**src/rtl/grid_height_interpolator_macros.svh**
```systemverilog
// assertion macros for the grid height interpolator
// used by the top level, expects clk and arst_n in scope
`ifndef GRID_HEIGHT_INTERPOLATOR_MACROS_SVH
`define GRID_HEIGHT_INTERPOLATOR_MACROS_SVH

// same-cycle implication
`define GHI_ASSERT_IMPL(name, ante, cons, msg) \
	name: assert property (@(posedge clk) disable iff (!arst_n) (ante) |-> (cons)) \
		else $error(msg);

// next-cycle implication
`define GHI_ASSERT_NEXT(name, ante, cons, msg) \
	name: assert property (@(posedge clk) disable iff (!arst_n) (ante) |=> (cons)) \
		else $error(msg);

`endif

```
**src/rtl/ghi_pkg.sv**
```systemverilog
// shared types, codes and widths of the grid height interpolator
// no dependencies
package ghi_pkg;

	localparam int MAX_COLS_DEF = 256;
	localparam int MAX_ROWS_DEF = 256;
	localparam int VW = 32;
	localparam int W = 40;
	localparam int TW = 16;
	localparam int CNTW = 9;
	localparam int IDXW = 12;

	typedef enum logic [1:0] {
		ACT_COL   = 2'd0,
		ACT_ROW   = 2'd1,
		ACT_CELL  = 2'd2,
		ACT_QUERY = 2'd3
	} action_t;

	typedef enum logic [1:0] {
		MODE_NEAREST  = 2'd0,
		MODE_BILINEAR = 2'd1,
		MODE_BICUBIC  = 2'd2,
		MODE_SPARE    = 2'd3
	} mode_t;

	localparam logic [1:0] ST_OK = 2'd0;
	localparam logic [1:0] ST_OUTSIDE = 2'd1;
	localparam logic [1:0] ST_UNWRITTEN = 2'd2;

	localparam logic [1:0] CFG_MODE = 2'd0;
	localparam logic [1:0] CFG_COLS = 2'd1;
	localparam logic [1:0] CFG_ROWS = 2'd2;

	typedef struct packed {
		logic busy;
		logic found;
		logic ok1;
		logic ok2;
		logic [IDXW-1:0] idx;
		logic [IDXW-1:0] near;
		logic signed [VW-1:0] lo;
		logic signed [VW-1:0] hi;
	} axis_res_t;

endpackage

```
**src/rtl/ghi_div.sv**
```systemverilog
// serial restoring divider, one quotient bit per cycle, for the cell fraction
// depends on ghi_pkg
module ghi_div (
	input  logic clk,
	input  logic arst_n,
	input  logic start,
	input  logic [ghi_pkg::VW-1:0] num,
	input  logic [ghi_pkg::VW-1:0] den,
	output logic busy,
	output logic [ghi_pkg::TW-1:0] quo
);
	localparam int CW = $clog2(ghi_pkg::TW + 1);

	logic [ghi_pkg::VW:0] rem_q, sh;
	logic [ghi_pkg::VW-1:0] den_q;
	logic [ghi_pkg::TW-1:0] quo_q;
	logic [CW-1:0] cnt_q;
	logic busy_q, ge;

	assign sh = {rem_q[ghi_pkg::VW-1:0], 1'b0};
	assign ge = sh >= {1'b0, den_q};

	always_ff @(posedge clk or negedge arst_n) begin
		if (!arst_n) begin
			busy_q <= 1'b0;
			cnt_q <= '0;
			rem_q <= '0;
			den_q <= '0;
			quo_q <= '0;
		end else if (start) begin
			busy_q <= 1'b1;
			cnt_q <= CW'(ghi_pkg::TW);
			rem_q <= {1'b0, num};
			den_q <= den;
			quo_q <= '0;
		end else if (busy_q) begin
			rem_q <= ge ? (sh - {1'b0, den_q}) : sh;
			quo_q <= {quo_q[ghi_pkg::TW-2:0], ge};
			cnt_q <= cnt_q - 1'b1;
			busy_q <= (cnt_q != CW'(1));
		end
	end

	assign busy = busy_q;
	assign quo = quo_q;

endmodule

```
**config.mk**
```make
export PLATFORM = sky130hd
export DESIGN_NAME = ghi_div
export DESIGN_NICKNAME = d
export VERILOG_FILES = /design/src/rtl/grid_height_interpolator_macros.svh /design/src/rtl/ghi_pkg.sv /design/src/rtl/ghi_div.sv
export SDC_FILE = /design/constraint.sdc
export NUM_CORES = 1
export LEC_CHECK = 0
export BUFFER_PORTS_ARGS = -buffer_cell sky130_fd_sc_hd__buf_2
export CORE_MARGIN = 5
export CORE_UTILIZATION = 31
export CTS_CLUSTER_DIAMETER = 30
export DETAILED_ROUTE_END_ITERATION = 10
export PLACE_DENSITY_LB_ADDON = 0.2
export SLEW_MARGIN = 20
export SYNTH_ARGS = -nofsm -noshare
export SYNTH_HDL_FRONTEND = slang
export SYNTH_SLANG_ARGS = --single-unit
export TNS_END_PERCENT = 5
```
**constraint.sdc**
```tcl
create_clock -name clk -period 7 [get_ports clk]
set_clock_uncertainty 0.15 [all_clocks]
set_input_delay 0.35 -clock clk [delete_from_list [all_inputs] [get_ports clk]]
set_output_delay 0.35 -clock clk [all_outputs]
set_load 0.01 [all_outputs]
```
==> out/results.ini <==
[logic_synthesis]
syn_nets = 807
yosysUniqueCellTypes = 64
ys_ff_latch = 86
synth_edf_count = 0
synthFlopType = dfrtp_1
yosys_warnings = 0
syn_avg_cell_area_um2 = 8.31
netlist_instances = 705
ys_seq_area_frac = 0.367
async_flop_share = 1.00
synth_area_um2 = 5860

[layout]
num_antenna_cells = 0
multi_input_area_um2 = 3370
seq_area_um2 = 2150
fillers = 2009
layout-drive-gt1-share = 0.152
syn2layout_area_growth_pct = 15.0
final_cell_area_um2 = 6740
final_nets = 866
fin_cells = 1003

[worst_setup_path]
arrival_ps = 3760
path_buf_inv = 0
cp_top_family = compound AO/OA/AOI/OAI gates
r2r-start = rem_q[3]
crit_type = reg2reg
cp_data_required_time_ps = 7120
crit_fanout = 29
cp_slowest_cell = o211a_1
start_kind = flip-flop
end_kind = flip-flop
crit_start = rem_q[3]
worst_path_largest_cell_delay_ps = 910
path_cells = ha_1, a21o_1, a31o_1, or3_4, a31oi_4, o211a_4, o211a_1, a31oi_1, o221ai_1
regToRegSetupSlack_ps = 3360

[die]
die_x_um = 147
rows = 50
die_area_um2 = 21800
ios = 84
die_y_um = 147
coreArea_um2 = 18600
start_util = 0.314

[global_routing]
grt_antenna_before_repair = 0
grt_max_degree = 92
track_usage = 0.150
grt_pass1_wl_um = 26800
grt_pass1_vias = 5191
grt-ovfl-total = 0

[cts]
cts_root_buffer = clkbuf_16
cts_inserted_buffers = 9
clk_pin_slew_ps = 70
cts_sinks = 86
clk_latency_ps = 360
cts_resized = 0
htreeDepth = 3
cts_tree = done
cts_buffer_depth = 2

[placement]
place_congestion = 0.861
postPlaceCellArea_um2 = 6430
placedCellCount = 986
portBuffers = 83
place_hpwl_um = 11400

[drt]
wl_per_cell_um = 16.0
ant_nets = 0
wl_um = 16000
dr.first_iter.drc_count = 232
vias = 5175
first_pass_iters = 4
via_per_inst = 5.16
drc = 0

[timing]
fmax_mhz = 274
finalHoldViolCount = 0
rsz0062_at_grt = false
finalCritPeriodShare = 0.521
fin_crit_ps = 3640
slew_viol_final = 0
tns_ps = 0
slew_headroom = 0.259
worst_slew_pin_slew_ps = 1110
report.final.setup_viol = 0

[power_and_ir_drop]
p_total_w = 0.00284
p_leak_nw = 3.24
vdd_drop_max_v = 0.000161
p_int_w = 0.00157
seq_power_share = 0.255
switchingPower_w = 0.00127
pwr-share-comb = 0.570
clkPwrFrac = 0.175
switching_share = 0.448
cellPowerDensity_nw_per_um2 = 421

[hold_path]
worstHoldStart = den[28]
hold_class = in2reg

[run]
max_cap_violations = 0

[run_status]
status = finished clean

-- final timing paths --
kind	to	cells past startpoint
min reg2reg	cnt_q[4]	2
max reg2reg	rem_q[23]	9
max in group asynchronous	busy	3
min	den_q[28]	3
min in group asynchronous	den_q[5]	2
max	rem_q[23]	9
-- layout make-up --
| class | count | share of cell area |
|---|---|---|
| sequential | 86 | 0.319 |
| multi-input combinational | 535 | 0.501 |
| inverter | 45 | 0.0251 |
| clock inverter | 6 | 0.0102 |
| clock buffer | 10 | 0.0340 |
| timing repair buffer | 87 | 0.0672 |
| tap | 234 | 0.0434 |
-- tightest hold or removal path, stage by stage --
cell and delay (ps):
buf_2 70, nand2_1 40, o21ai_0 60
-- cell usage after synthesis (3+ instances only) --
| library cell | count | share of area |
|---|---|---|
| nor2_1 | 71 | 0.045 |
| a211oi_1 | 5 | 0.0064 |
| dfrtp_1 | 86 | 0.37 |
| nand2_1 | 90 | 0.058 |
| o211a_1 | 3 | 0.0051 |
| o31ai_1 | 7 | 0.0090 |
| nand3_1 | 9 | 0.0077 |
| a31oi_1 | 11 | 0.012 |
| o21ai_0 | 50 | 0.043 |
| or3_1 | 3 | 0.0032 |
| nor2b_1 | 7 | 0.0075 |
| ha_1 | 34 | 0.073 |
| a2bb2oi_1 | 3 | 0.0045 |
| a21o_1 | 9 | 0.012 |
| mux2i_1 | 21 | 0.036 |
| o31a_1 | 3 | 0.0045 |
| and4_1 | 4 | 0.0060 |
| o21ai_1 | 3 | 0.0026 |
| o21a_1 | 9 | 0.012 |
| o21bai_1 | 4 | 0.0051 |
| xnor2_1 | 18 | 0.027 |
| xor2_1 | 11 | 0.016 |
| a21oi_1 | 84 | 0.072 |
| o221ai_1 | 3 | 0.0045 |
| nand2b_1 | 6 | 0.0064 |
| a221oi_1 | 4 | 0.0060 |
| nor3_1 | 10 | 0.0085 |
| nand4_1 | 8 | 0.0085 |
| and3_1 | 4 | 0.0043 |
| inv_1 | 45 | 0.029 |
| clkbuf_1 | 34 | 0.022 |
| o2111ai_1 | 3 | 0.0045 |
-- per-layer routing --
layer,global-route usage,vias up,wire length [um]
li1,-,2599,-
met3,0.0353,18,727
met2,0.229,108,6970
met1,0.211,2450,8080
met4,0.0466,0,276
met5,0,-,0
-- state kept, by name, indices dropped and copies added, names as in the netlist --
| signal | count |
|---|---|
| cnt_q | 5 |
| busy | 1 |
| quo | 16 |
| rem_q | 32 |
| den_q | 32 |
-- kinds of logic after synthesis --
family	count (synthesis)	share of synthesized area
AND/OR/NAND/NOR	226	0.174
XOR/XNOR	29	0.0433
multiplexers	24	0.0423
adder cells (fa/ha/maj)	35	0.0760
AO/OA/AOI/OAI	221	0.240
buffers and inverters	84	0.0572
flip-flops	86	0.367
-- power groups by stage --
| stage | Sequential, W | Clock, W | Combinational (W) |
|---|---|---|---|
| after floorplan | 0.000701 | 0 | 0.00129 |
| after global placement | 0.000731 | 0 | 0.00161 |
| after detailed placement | 0.000731 | 0 | 0.00161 |
| after CTS | 0.000723 | 0.000511 | 0.00162 |
| after global routing | 0.000740 | 0.000534 | 0.00182 |
| final | 0.000724 | 0.000496 | 0.00162 |
-- cells in the final DEF (no fill, tap or decap), types with 4 or more instances in the layout --
cell type and count:
and4_1 4, o21bai_1 4, a21oi_1 84, mux2i_1 21, nand2_1 90, xnor2_1 18, a221oi_1 4, dfrtp_1 85
nor2_1 71, o21a_1 9, a31oi_1 11, xor2_1 11, ha_1 34, nand2b_1 6, nand4_1 8, buf_4 5
o31ai_1 7, and3_1 4, nor3_1 10, nand3_1 9, inv_1 45, clkbuf_16 9, a21o_1 9, buf_2 81
o21ai_0 50, a211oi_1 5, nor2b_1 6
-- metrics by stage --
stage	hold WS, ps	util	worst slack [ps]
after global placement	194	0.345	3380
after global routing	44.8	0.362	3120
final	48.4	0.362	3360
after floorplan	-95.6	-	4110
after CTS	36.0	0.362	3330
after detailed placement	184	0.345	3340
-- what timing repair did --
action / 4_1_cts / 5_1_grt
endpoints found under the hold margin: 33 / 0
endpoints found under the setup margin: 0 / 0
buffers inserted: 0 / 0
hold buffers: 1 / 0
No activity file was read; power rests on OpenSTA's default activity.
