==> config.mk <==
export PLATFORM = sky130hd
export DESIGN_NAME = ghi_mul
export DESIGN_NICKNAME = d
export VERILOG_FILES = /design/src/rtl/grid_height_interpolator_macros.svh /design/src/rtl/ghi_pkg.sv /design/src/rtl/ghi_mul.sv
export SDC_FILE = /design/constraint.sdc
export NUM_CORES = 1
export LEC_CHECK = 0
export BUFFER_PORTS_ARGS = -buffer_cell sky130_fd_sc_hd__buf_2
export CAP_MARGIN = 10
export CELL_PAD_IN_SITES_DETAIL_PLACEMENT = 0
export CELL_PAD_IN_SITES_GLOBAL_PLACEMENT = 1
export CORE_ASPECT_RATIO = 0.75
export CORE_UTILIZATION = 35
export CTS_BUF_LIST = sky130_fd_sc_hd__clkbuf_4 sky130_fd_sc_hd__clkbuf_8
export DETAILED_ROUTE_END_ITERATION = 6
export GPL_ROUTABILITY_DRIVEN = 0
export PLACE_DENSITY = 0.8
export SYNTH_ARGS = -nofsm -noshare
export SYNTH_HDL_FRONTEND = slang
export SYNTH_SLANG_ARGS = --single-unit
==> constraint.sdc <==
create_clock -name clk -period 3.1 [get_ports clk]
set_input_delay 0.62 -clock clk [delete_from_list [all_inputs] [get_ports clk]]
set_output_delay 0.62 -clock clk [all_outputs]
set_load 0.02 [all_outputs]
==> src/rtl/grid_height_interpolator_macros.svh <==
// assertion macros for the grid height interpolator
// used by the top level, expects clk and arst_n in scope
`ifndef GRID_HEIGHT_INTERPOLATOR_MACROS_SVH
`define GRID_HEIGHT_INTERPOLATOR_MACROS_SVH

// same-cycle implication
`define GHI_ASSERT_IMPL(name, ante, cons, msg) \
	name: assert property (@(posedge clk) disable iff (!arst_n) (ante) |-> (cons)) \
		else $error(msg);

// next-cycle implication
`define GHI_ASSERT_NEXT(name, ante, cons, msg) \
	name: assert property (@(posedge clk) disable iff (!arst_n) (ante) |=> (cons)) \
		else $error(msg);

`endif

==> src/rtl/ghi_pkg.sv <==
// shared types, codes and widths of the grid height interpolator
// no dependencies
package ghi_pkg;

	localparam int MAX_COLS_DEF = 256;
	localparam int MAX_ROWS_DEF = 256;
	localparam int VW = 32;
	localparam int W = 40;
	localparam int TW = 16;
	localparam int CNTW = 9;
	localparam int IDXW = 12;

	typedef enum logic [1:0] {
		ACT_COL   = 2'd0,
		ACT_ROW   = 2'd1,
		ACT_CELL  = 2'd2,
		ACT_QUERY = 2'd3
	} action_t;

	typedef enum logic [1:0] {
		MODE_NEAREST  = 2'd0,
		MODE_BILINEAR = 2'd1,
		MODE_BICUBIC  = 2'd2,
		MODE_SPARE    = 2'd3
	} mode_t;

	localparam logic [1:0] ST_OK = 2'd0;
	localparam logic [1:0] ST_OUTSIDE = 2'd1;
	localparam logic [1:0] ST_UNWRITTEN = 2'd2;

	localparam logic [1:0] CFG_MODE = 2'd0;
	localparam logic [1:0] CFG_COLS = 2'd1;
	localparam logic [1:0] CFG_ROWS = 2'd2;

	typedef struct packed {
		logic busy;
		logic found;
		logic ok1;
		logic ok2;
		logic [IDXW-1:0] idx;
		logic [IDXW-1:0] near;
		logic signed [VW-1:0] lo;
		logic signed [VW-1:0] hi;
	} axis_res_t;

endpackage

==> src/rtl/ghi_mul.sv <==
// shift-add multiplier by the Q0.16 fraction with round to nearest, one bit per cycle
// depends on ghi_pkg
module ghi_mul (
	input  logic clk,
	input  logic arst_n,
	input  logic start,
	input  logic signed [ghi_pkg::W-1:0] x,
	input  logic [ghi_pkg::TW-1:0] t,
	output logic busy,
	output logic signed [ghi_pkg::W-1:0] prod
);
	localparam int AW = ghi_pkg::W + ghi_pkg::TW + 1;
	localparam int CW = $clog2(ghi_pkg::TW + 1);
	localparam logic signed [AW-1:0] HALF = AW'(1) << (ghi_pkg::TW - 1);
	localparam logic signed [AW-1:0] ZERO = '0;

	logic signed [AW-1:0] acc_q, xe, addend, rnd;
	logic signed [ghi_pkg::W-1:0] x_q;
	logic [ghi_pkg::TW-1:0] t_q;
	logic [CW-1:0] cnt_q;
	logic busy_q;

	assign xe = AW'(x_q);
	assign addend = t_q[ghi_pkg::TW-1] ? xe : ZERO;

	always_ff @(posedge clk or negedge arst_n) begin
		if (!arst_n) begin
			busy_q <= 1'b0;
			cnt_q <= '0;
			acc_q <= '0;
			x_q <= '0;
			t_q <= '0;
		end else if (start) begin
			busy_q <= 1'b1;
			cnt_q <= CW'(ghi_pkg::TW);
			acc_q <= '0;
			x_q <= x;
			t_q <= t;
		end else if (busy_q) begin
			acc_q <= (acc_q <<< 1) + addend;
			t_q <= {t_q[ghi_pkg::TW-2:0], 1'b0};
			cnt_q <= cnt_q - 1'b1;
			busy_q <= (cnt_q != CW'(1));
		end
	end

	assign rnd = (acc_q + HALF) >>> ghi_pkg::TW;
	assign prod = rnd[ghi_pkg::W-1:0];
	assign busy = busy_q;

endmodule

==> results of run 1 <==
-- kinds of logic after synthesis --
group | share of synthesized area
xor gates and xnor gates | 0.08879
DFF | 0.3254
adders and majority gates | 0.06260
muxes | 0.1004
and+or+nand+nor | 0.2143
AOI/OAI and AO/OA | 0.1693
buffers and inverters | 0.03929
-- layout by cell type, fill, tap and decap left out, types with 38 or more instances in the layout --
cell	count
nor2_1	87
nand3_1	38
dfrtp_1	115
buf_4	161
a21oi_1	46
nand2_1	86
mux2_2	40
buf_2	80
xnor2_1	58
mux2i_1	45
-- area by class of cell --
class                   instances  area (sq um)
fillers                      2356         12590
clock inverters                 8         120.1
repair buffers                269          1999
well taps                     338         422.9
clock buffers                  24         317.8
inverters                      25         93.84
multi-input cells             850          6706
flip-flops and latches        118          2959
-- final timing paths --
| kind | slack [ps] | startpoint | to |
|---|---|---|---|
| setup / recovery | -280 | t_q[15] | acc_q[53] |
| hold / removal | 90 | arst_n | x_q[10] |
| setup reg to reg | -280 | t_q[15] | acc_q[53] |
| hold reg to reg | 510 | x_q[21] | x_q[21] |
| max in group asynchronous | 2230 | arst_n | x_q[32] |
| min in group clk | 370 | t[7] | t_q[7] |
-- Yosys cell counts (12+ instances only) --
master      n
dfrtp_1   118
mux2_2     40
inv_1      25
nand2_1    91
and3_1     12
clkbuf_1   48
a31oi_1    12
nand4_1    23
and2_1     50
a21o_1     26
ha_1       43
o21ai_0    44
a21oi_1    64
nor3_1     23
nor2_1     96
xnor2_1    68
nand3_1    46
mux2i_1    46
buf_1      14
xor2_1     24
a211oi_1   13
-- worst register-to-register path: stages, from the launching register on --
cell	delay (ps)
dfrtp_2	450
and2_4	160
ha_4	150
fa_2	340
a21o_1	200
a221o_1	390
a2111oi_4	370
nor3_2	110
o211ai_1	280
nand3_1	200
a311o_1	330
mux2i_1	120
a31o_1	180
-- layer usage --
| metal | vias to the layer above | global-route usage |
|---|---|---|
| li1 | 4242 | - |
| met1 | 4217 | 0.3228 |
| met4 | 0 | 0.05135 |
| met3 | 26 | 0.04155 |
| met2 | 273 | 0.2969 |
| met5 | - | 0 |
-- sequential cells by signal, summed over array words and instances (netlist names) --
register	flops
acc_q	56
x_q	40
t_q	16
cnt_q	5
busy	1
-- power breakdown --
| group | leakage [nW] | switching, mW | internal (mW) | total (mW) |
|---|---|---|---|---|
| sequential | 1.48 | 0.406 | 1.83 | 2.23 |
| combinational | 4.33 | 1.97 | 1.76 | 3.73 |
| clock | 0.222 | 0.681 | 0.916 | 1.60 |
-- what timing repair did --
item,in CTS,in global routing
cloned,0,2
pin swaps,26,51
endpoints found under the setup margin,41,51
gates resized for setup,67,156
setup buffers,8,23
hold buffers,0,0
==> reports/metrics.yaml, run 1 <==
timing:
  fmax_ghz: 0.2962
  finClkSkew_ps: 16.50
  max_slew_margin: 0.3179
  slew_viol_final: 0
  finalSetupViolCount: 27
  whs_ps: 90.78
  period_share: 1.089
  rsz0062_at_grt: "true"
  hold_viol_final: 0
  period_minus_slack_ps: 3376
  worstMarginPinSlew_ps: 1022
  fin_ws_ps: -275.7
  finalSetupTns_ps: -3427
cells_and_area:
  nets: 1384
  final_core_util: 0.5005
  drive_above_1_share: 0.3833
  final_area_sq_um: 12620
  antenna_cells: 0
  instances_no_fill: 1632
  syn2layout_area_growth_pct: 39.06
critical_path:
  end_kind: "flop"
  crit_fanout: 6
  worstPathBufferInverterCount: 0
  crit_family: "compound AO/OA/AOI/OAI gates"
  cp.depth: 12
  r2r_cells: 12
  arrival_ps: 3740
  start_kind: "flop"
  slowest_delay_ps: 450
  path_cells: "and2_4, ha_4, fa_2, a21o_1, a221o_1, a2111oi_4, nor3_2, o211ai_1, nand3_1, a311o_1, mux2i_1, a31o_1"
  setup.worst_path.class: "reg -> reg"
  slowest_stage: "dfrtp_2"
  required_ps: 3470
route:
  post_drt_wl_per_cell_microns: 17.67
  first_iter_violations: 679
  wl_met1_mm: 14.40
  vias_per_cell: 5.366
  top_layer: "met4"
  drt-pass1-iter-count: 6
  drc_errors: 0
  wl_met2_mm: 12.27
  ant_nets: 0
  met3_length_mm: 1.849
  drt_wl_total_mm: 28.84
  vias: 8758
global_routing:
  grt_max_degree: 127
  first_global_vias: 8218
  grt_pass1_wl_mm: 44.22
  grt-ovfl-total: 0
  track_usage: 0.2104
  grt_antenna_before_repair: 0
placement:
  pre_cts_ws_ps: -255.4
  dpl.hpwl_mm: 19.48
  io_buffers: 99
  dp_cells: 1568
  placedInstanceArea_sq_um: 10840
clock_tree:
  htree_levels: 4
  clockBufferDepth: 2
  cts_buffers: 17
  root_buffer: "clkbuf_8"
  cts.reportedPaths.clkPinSlew_ps: 80
  worstSkewPairLatency_ps: 470
  cts.sinks: 118
  cts_tree: "built"
logic_synthesis:
  async_flop_share: 1.000
  synth_top_area_frac: 0.3254
  netlist_instances: 1061
  syn_nets: 1164
  synth_edf_count: 0
  ys_seq_area_frac: 0.3254
  ys_warn_count: 0
  synthTopCellsByArea: "dfrtp_1 (33%), xnor2_1 (6.6%), ha_1 (5.9%), mux2i_1 (5.1%), mux2_2 (5.0%)"
  yosysTopAreaCell: "dfrtp_1"
  ys_ff_latch: 118
  yosysUniqueCellTypes: 70
  avgSynthCellArea_sq_um: 8.553
  synth_ff_type: "dfrtp_1"
  netlist_area_sq_um: 9075
floorplan:
  die_h_microns: 141.5
  floorplan.initialDensity: 0.3600
  top_level_ports: 100
  die_x_microns: 187.9
  std_cell_rows: 50
  die_area_sq_um: 26580
  coreArea_sq_um: 25210
pwr:
  p_total_mw: 7.560
  p_per_area_nw_per_um2: 599.1
  cellLeakagePower_nw: 6.030
  max-vdd-ir-drop_v: 0.0003374
status:
  status: "finished, violations left"
  violations: "negative setup slack"
job:
  maxCapViolations: 0
min_path:
  min_path_type: "in -> async"
Power figures use the tool's default switching activity.
==> inputs of run 2 (changes only) <==
PLACE_DENSITY = 0.77   (was 0.8)
clock period = 4.3 ns   (was 3.1 ns; I/O delays follow)
==> run 2 against run 1 <==
The run now ends clean. Register-to-register slack improved by 770 ps. Worst hold slack improved by 410 ps. Die area did not move. Largest power group unchanged. Non-clock buffer count decreased by 158. Sequential share of layout area up 5.3 points. Critical path depth down 2. Sequential cell count unchanged. Core utilization fell by 9.2 points. Global-route usage is 1.4 points lower. Via count decreased by 8.3%. Cell area down 18%.
==> reports/metrics.yaml, run 2 (synthesized netlist as in run 1, its figures left out) <==
status:
  status: "finished, final reports clean"
route:
  drc_errors: 0  # unchanged
  vias_per_cell: 5.453  # +1.6%
  ant_nets: 0  # unchanged
  post_drt_wl_per_cell_microns: 17.29  # -2.1%
  first_iter_violations: 685  # +0.88%
  vias: 8033  # -8.3%
  drt-pass1-iter-count: 5  # -1
  drt_wl_total_mm: 25.47  # -12%
timing:
  hold_viol_final: 0  # unchanged
  rsz0062_at_grt: "false"
  period_share: 0.9498
  slew_viol_final: 0  # unchanged
  finClkSkew_ps: 8.783  # -7.714 ps
  worstMarginPinSlew_ps: 866.9  # -155.2 ps
  fmax_ghz: 0.2449
  period_minus_slack_ps: 4084
  finalSetupViolCount: 0  # -100%
  finalSetupTns_ps: 0  # +3427 ps
  max_slew_margin: 0.4221  # +0.1042
clock_tree:
  root_buffer: "clkbuf_8"
  cts_buffers: 17  # unchanged
  htree_levels: 4  # unchanged
  cts_hold_buffers: 0  # unchanged
  postCtsSetupRepairBufs: 0  # -8
  clockBufferDepth: 2  # unchanged
  worstSkewPairLatency_ps: 460  # about the same
  cts.reportedPaths.clkPinSlew_ps: 70  # about the same
  cts_tree: "built"
  cts.sinks: 118  # unchanged
placement:
  dpl.hpwl_mm: 18.38  # -5.7%
  io_buffers: 99  # unchanged
global_routing:
  track_usage: 0.1965  # -0.01385
  grt_antenna_before_repair: 0  # unchanged
  grt_max_degree: 119  # -6.3%
  grt_pass1_wl_mm: 41.61  # -5.9%
  first_global_vias: 7646  # -7.0%
  grt-ovfl-total: 0  # unchanged
cells_and_area:
  final_core_util: 0.4085  # -0.09206
  reg.largest.list: "acc_q: 56 flops, x_q: 40 flops, t_q: 16 flops"
  antenna_cells: 0  # unchanged
  final_common_cell: "dfrtp_1"
  mostFrequentLayoutCells: "dfrtp_1 (117), buf_2 (97), nor2_1 (96)"
  regArea_sq_um: 2957  # about the same
  largest_register_ffs: 56  # unchanged
  syn2layout_area_growth_pct: 13.48
  nFillCells: 2559  # +8.6%
  multi_input_area_sq_um: 5773  # -14%
  drive_above_1_share: 0.1815  # -0.2018
  regMostFlops: "acc_q"
  nets: 1226  # -11%
floorplan:
  die_h_microns: 141.5  # unchanged
  floorplan.initialDensity: 0.3600  # unchanged
  coreArea_sq_um: 25210  # unchanged
  die_x_microns: 187.9  # unchanged
  std_cell_rows: 50  # unchanged
  die_area_sq_um: 26580  # unchanged
  top_level_ports: 100  # unchanged
critical_path:
  end_kind: "output port"
  start_kind: "flop"
  crit_fanout: 6  # unchanged
  r2r_end: "acc_q[27]"
  worstPathBufferInverterCount: 1  # +1
  crit_family: "simple AND/OR/NAND/NOR gates"
  path_cells: "and4_1, and3_1, and4_2, nand3_1, or2_2, nor3_4, and2_1, nand4_1, xnor2_1, buf_2"
  setup.worst_path.class: "reg -> out"
  arrival_ps: 3220  # -520 ps
  r2r_cells: 12  # unchanged
  rrSetupSlack_ps: 490  # +770 ps
  required_ps: 3440  # -30 ps
  slowest_delay_ps: 460  # about the same
  slowest_stage: "dfrtp_1"
  r2r_start: "t_q[15]"
pwr:
  max-vdd-ir-drop_v: 0.0002600  # -23%
  cellLeakagePower_nw: 4.956  # -18%
  p_per_area_nw_per_um2: 464.7  # -22%
min_path:
  min_path_type: "in -> async"
job:
  maxCapViolations: 0  # unchanged
==> run 2: through the flow <==
step / setup slack [ps] / instance area (sq um) / power, mW / instances / hold slack, ps
floorplan: 931.4 / 9075 / 3.049 / 1061 / 472.8
global placement: 667.8 / 9842 / 3.599 / 1442 / 484.8
detailed placement: 599.0 / 9842 / 3.601 / 1442 / 491.9
CTS: 85.23 / 10290 / 4.806 / 1473 / 508.2
global route: 24.22 / 10300 / 5.098 / 1473 / 519.0
finish: 216.0 / 10300 / 4.786 / 1473 / 496.5
==> run 2: power by group <==
part           internal, mW  leakage, nW  switching (mW)
combinational         0.808         3.25            1.12
clock                 0.701        0.225           0.476
sequential             1.32         1.48           0.365
==> run 2: final cells by class <==
class | instances | area share
repair buffers | 111 | 0.05856
inverters | 25 | 0.009112
well taps | 338 | 0.04106
multi-input cells | 850 | 0.5606
flip-flops and latches | 118 | 0.2871
clock inverters | 8 | 0.01409
clock buffers | 23 | 0.02952
==> run 2: worst max path at each step <==
stage | startpoint | endpoint | slack [ps] | cells past startpoint
6_report | acc_q[18] | prod[39] | 220 | 10
3_5_place_dp | acc_q[18] | prod[39] | 600 | 10
2_1_floorplan | acc_q[19] | prod[39] | 930 | 10
4_1_cts | acc_q[18] | prod[39] | 90 | 10
3_3_place_gp | acc_q[19] | prod[39] | 670 | 10
5_1_grt | acc_q[19] | prod[39] | 20 | 10
==> run 2: timing repair <==
action | CTS | global route
gates resized for setup | 0 | 2
endpoints found under the hold margin | 0 | 0
setup endpoints to repair | 0 | 4
==> run 2: routing by layer <==
layer / vias to the layer above / GRT usage / wire (microns)
li1: 3919 / - / -
met3: 21 / 0.04427 / 1523
met1: 3857 / 0.3036 / 13530
met4: 0 / 0.04964 / 310
met5: - / 0 / 0
met2: 236 / 0.2698 / 10110
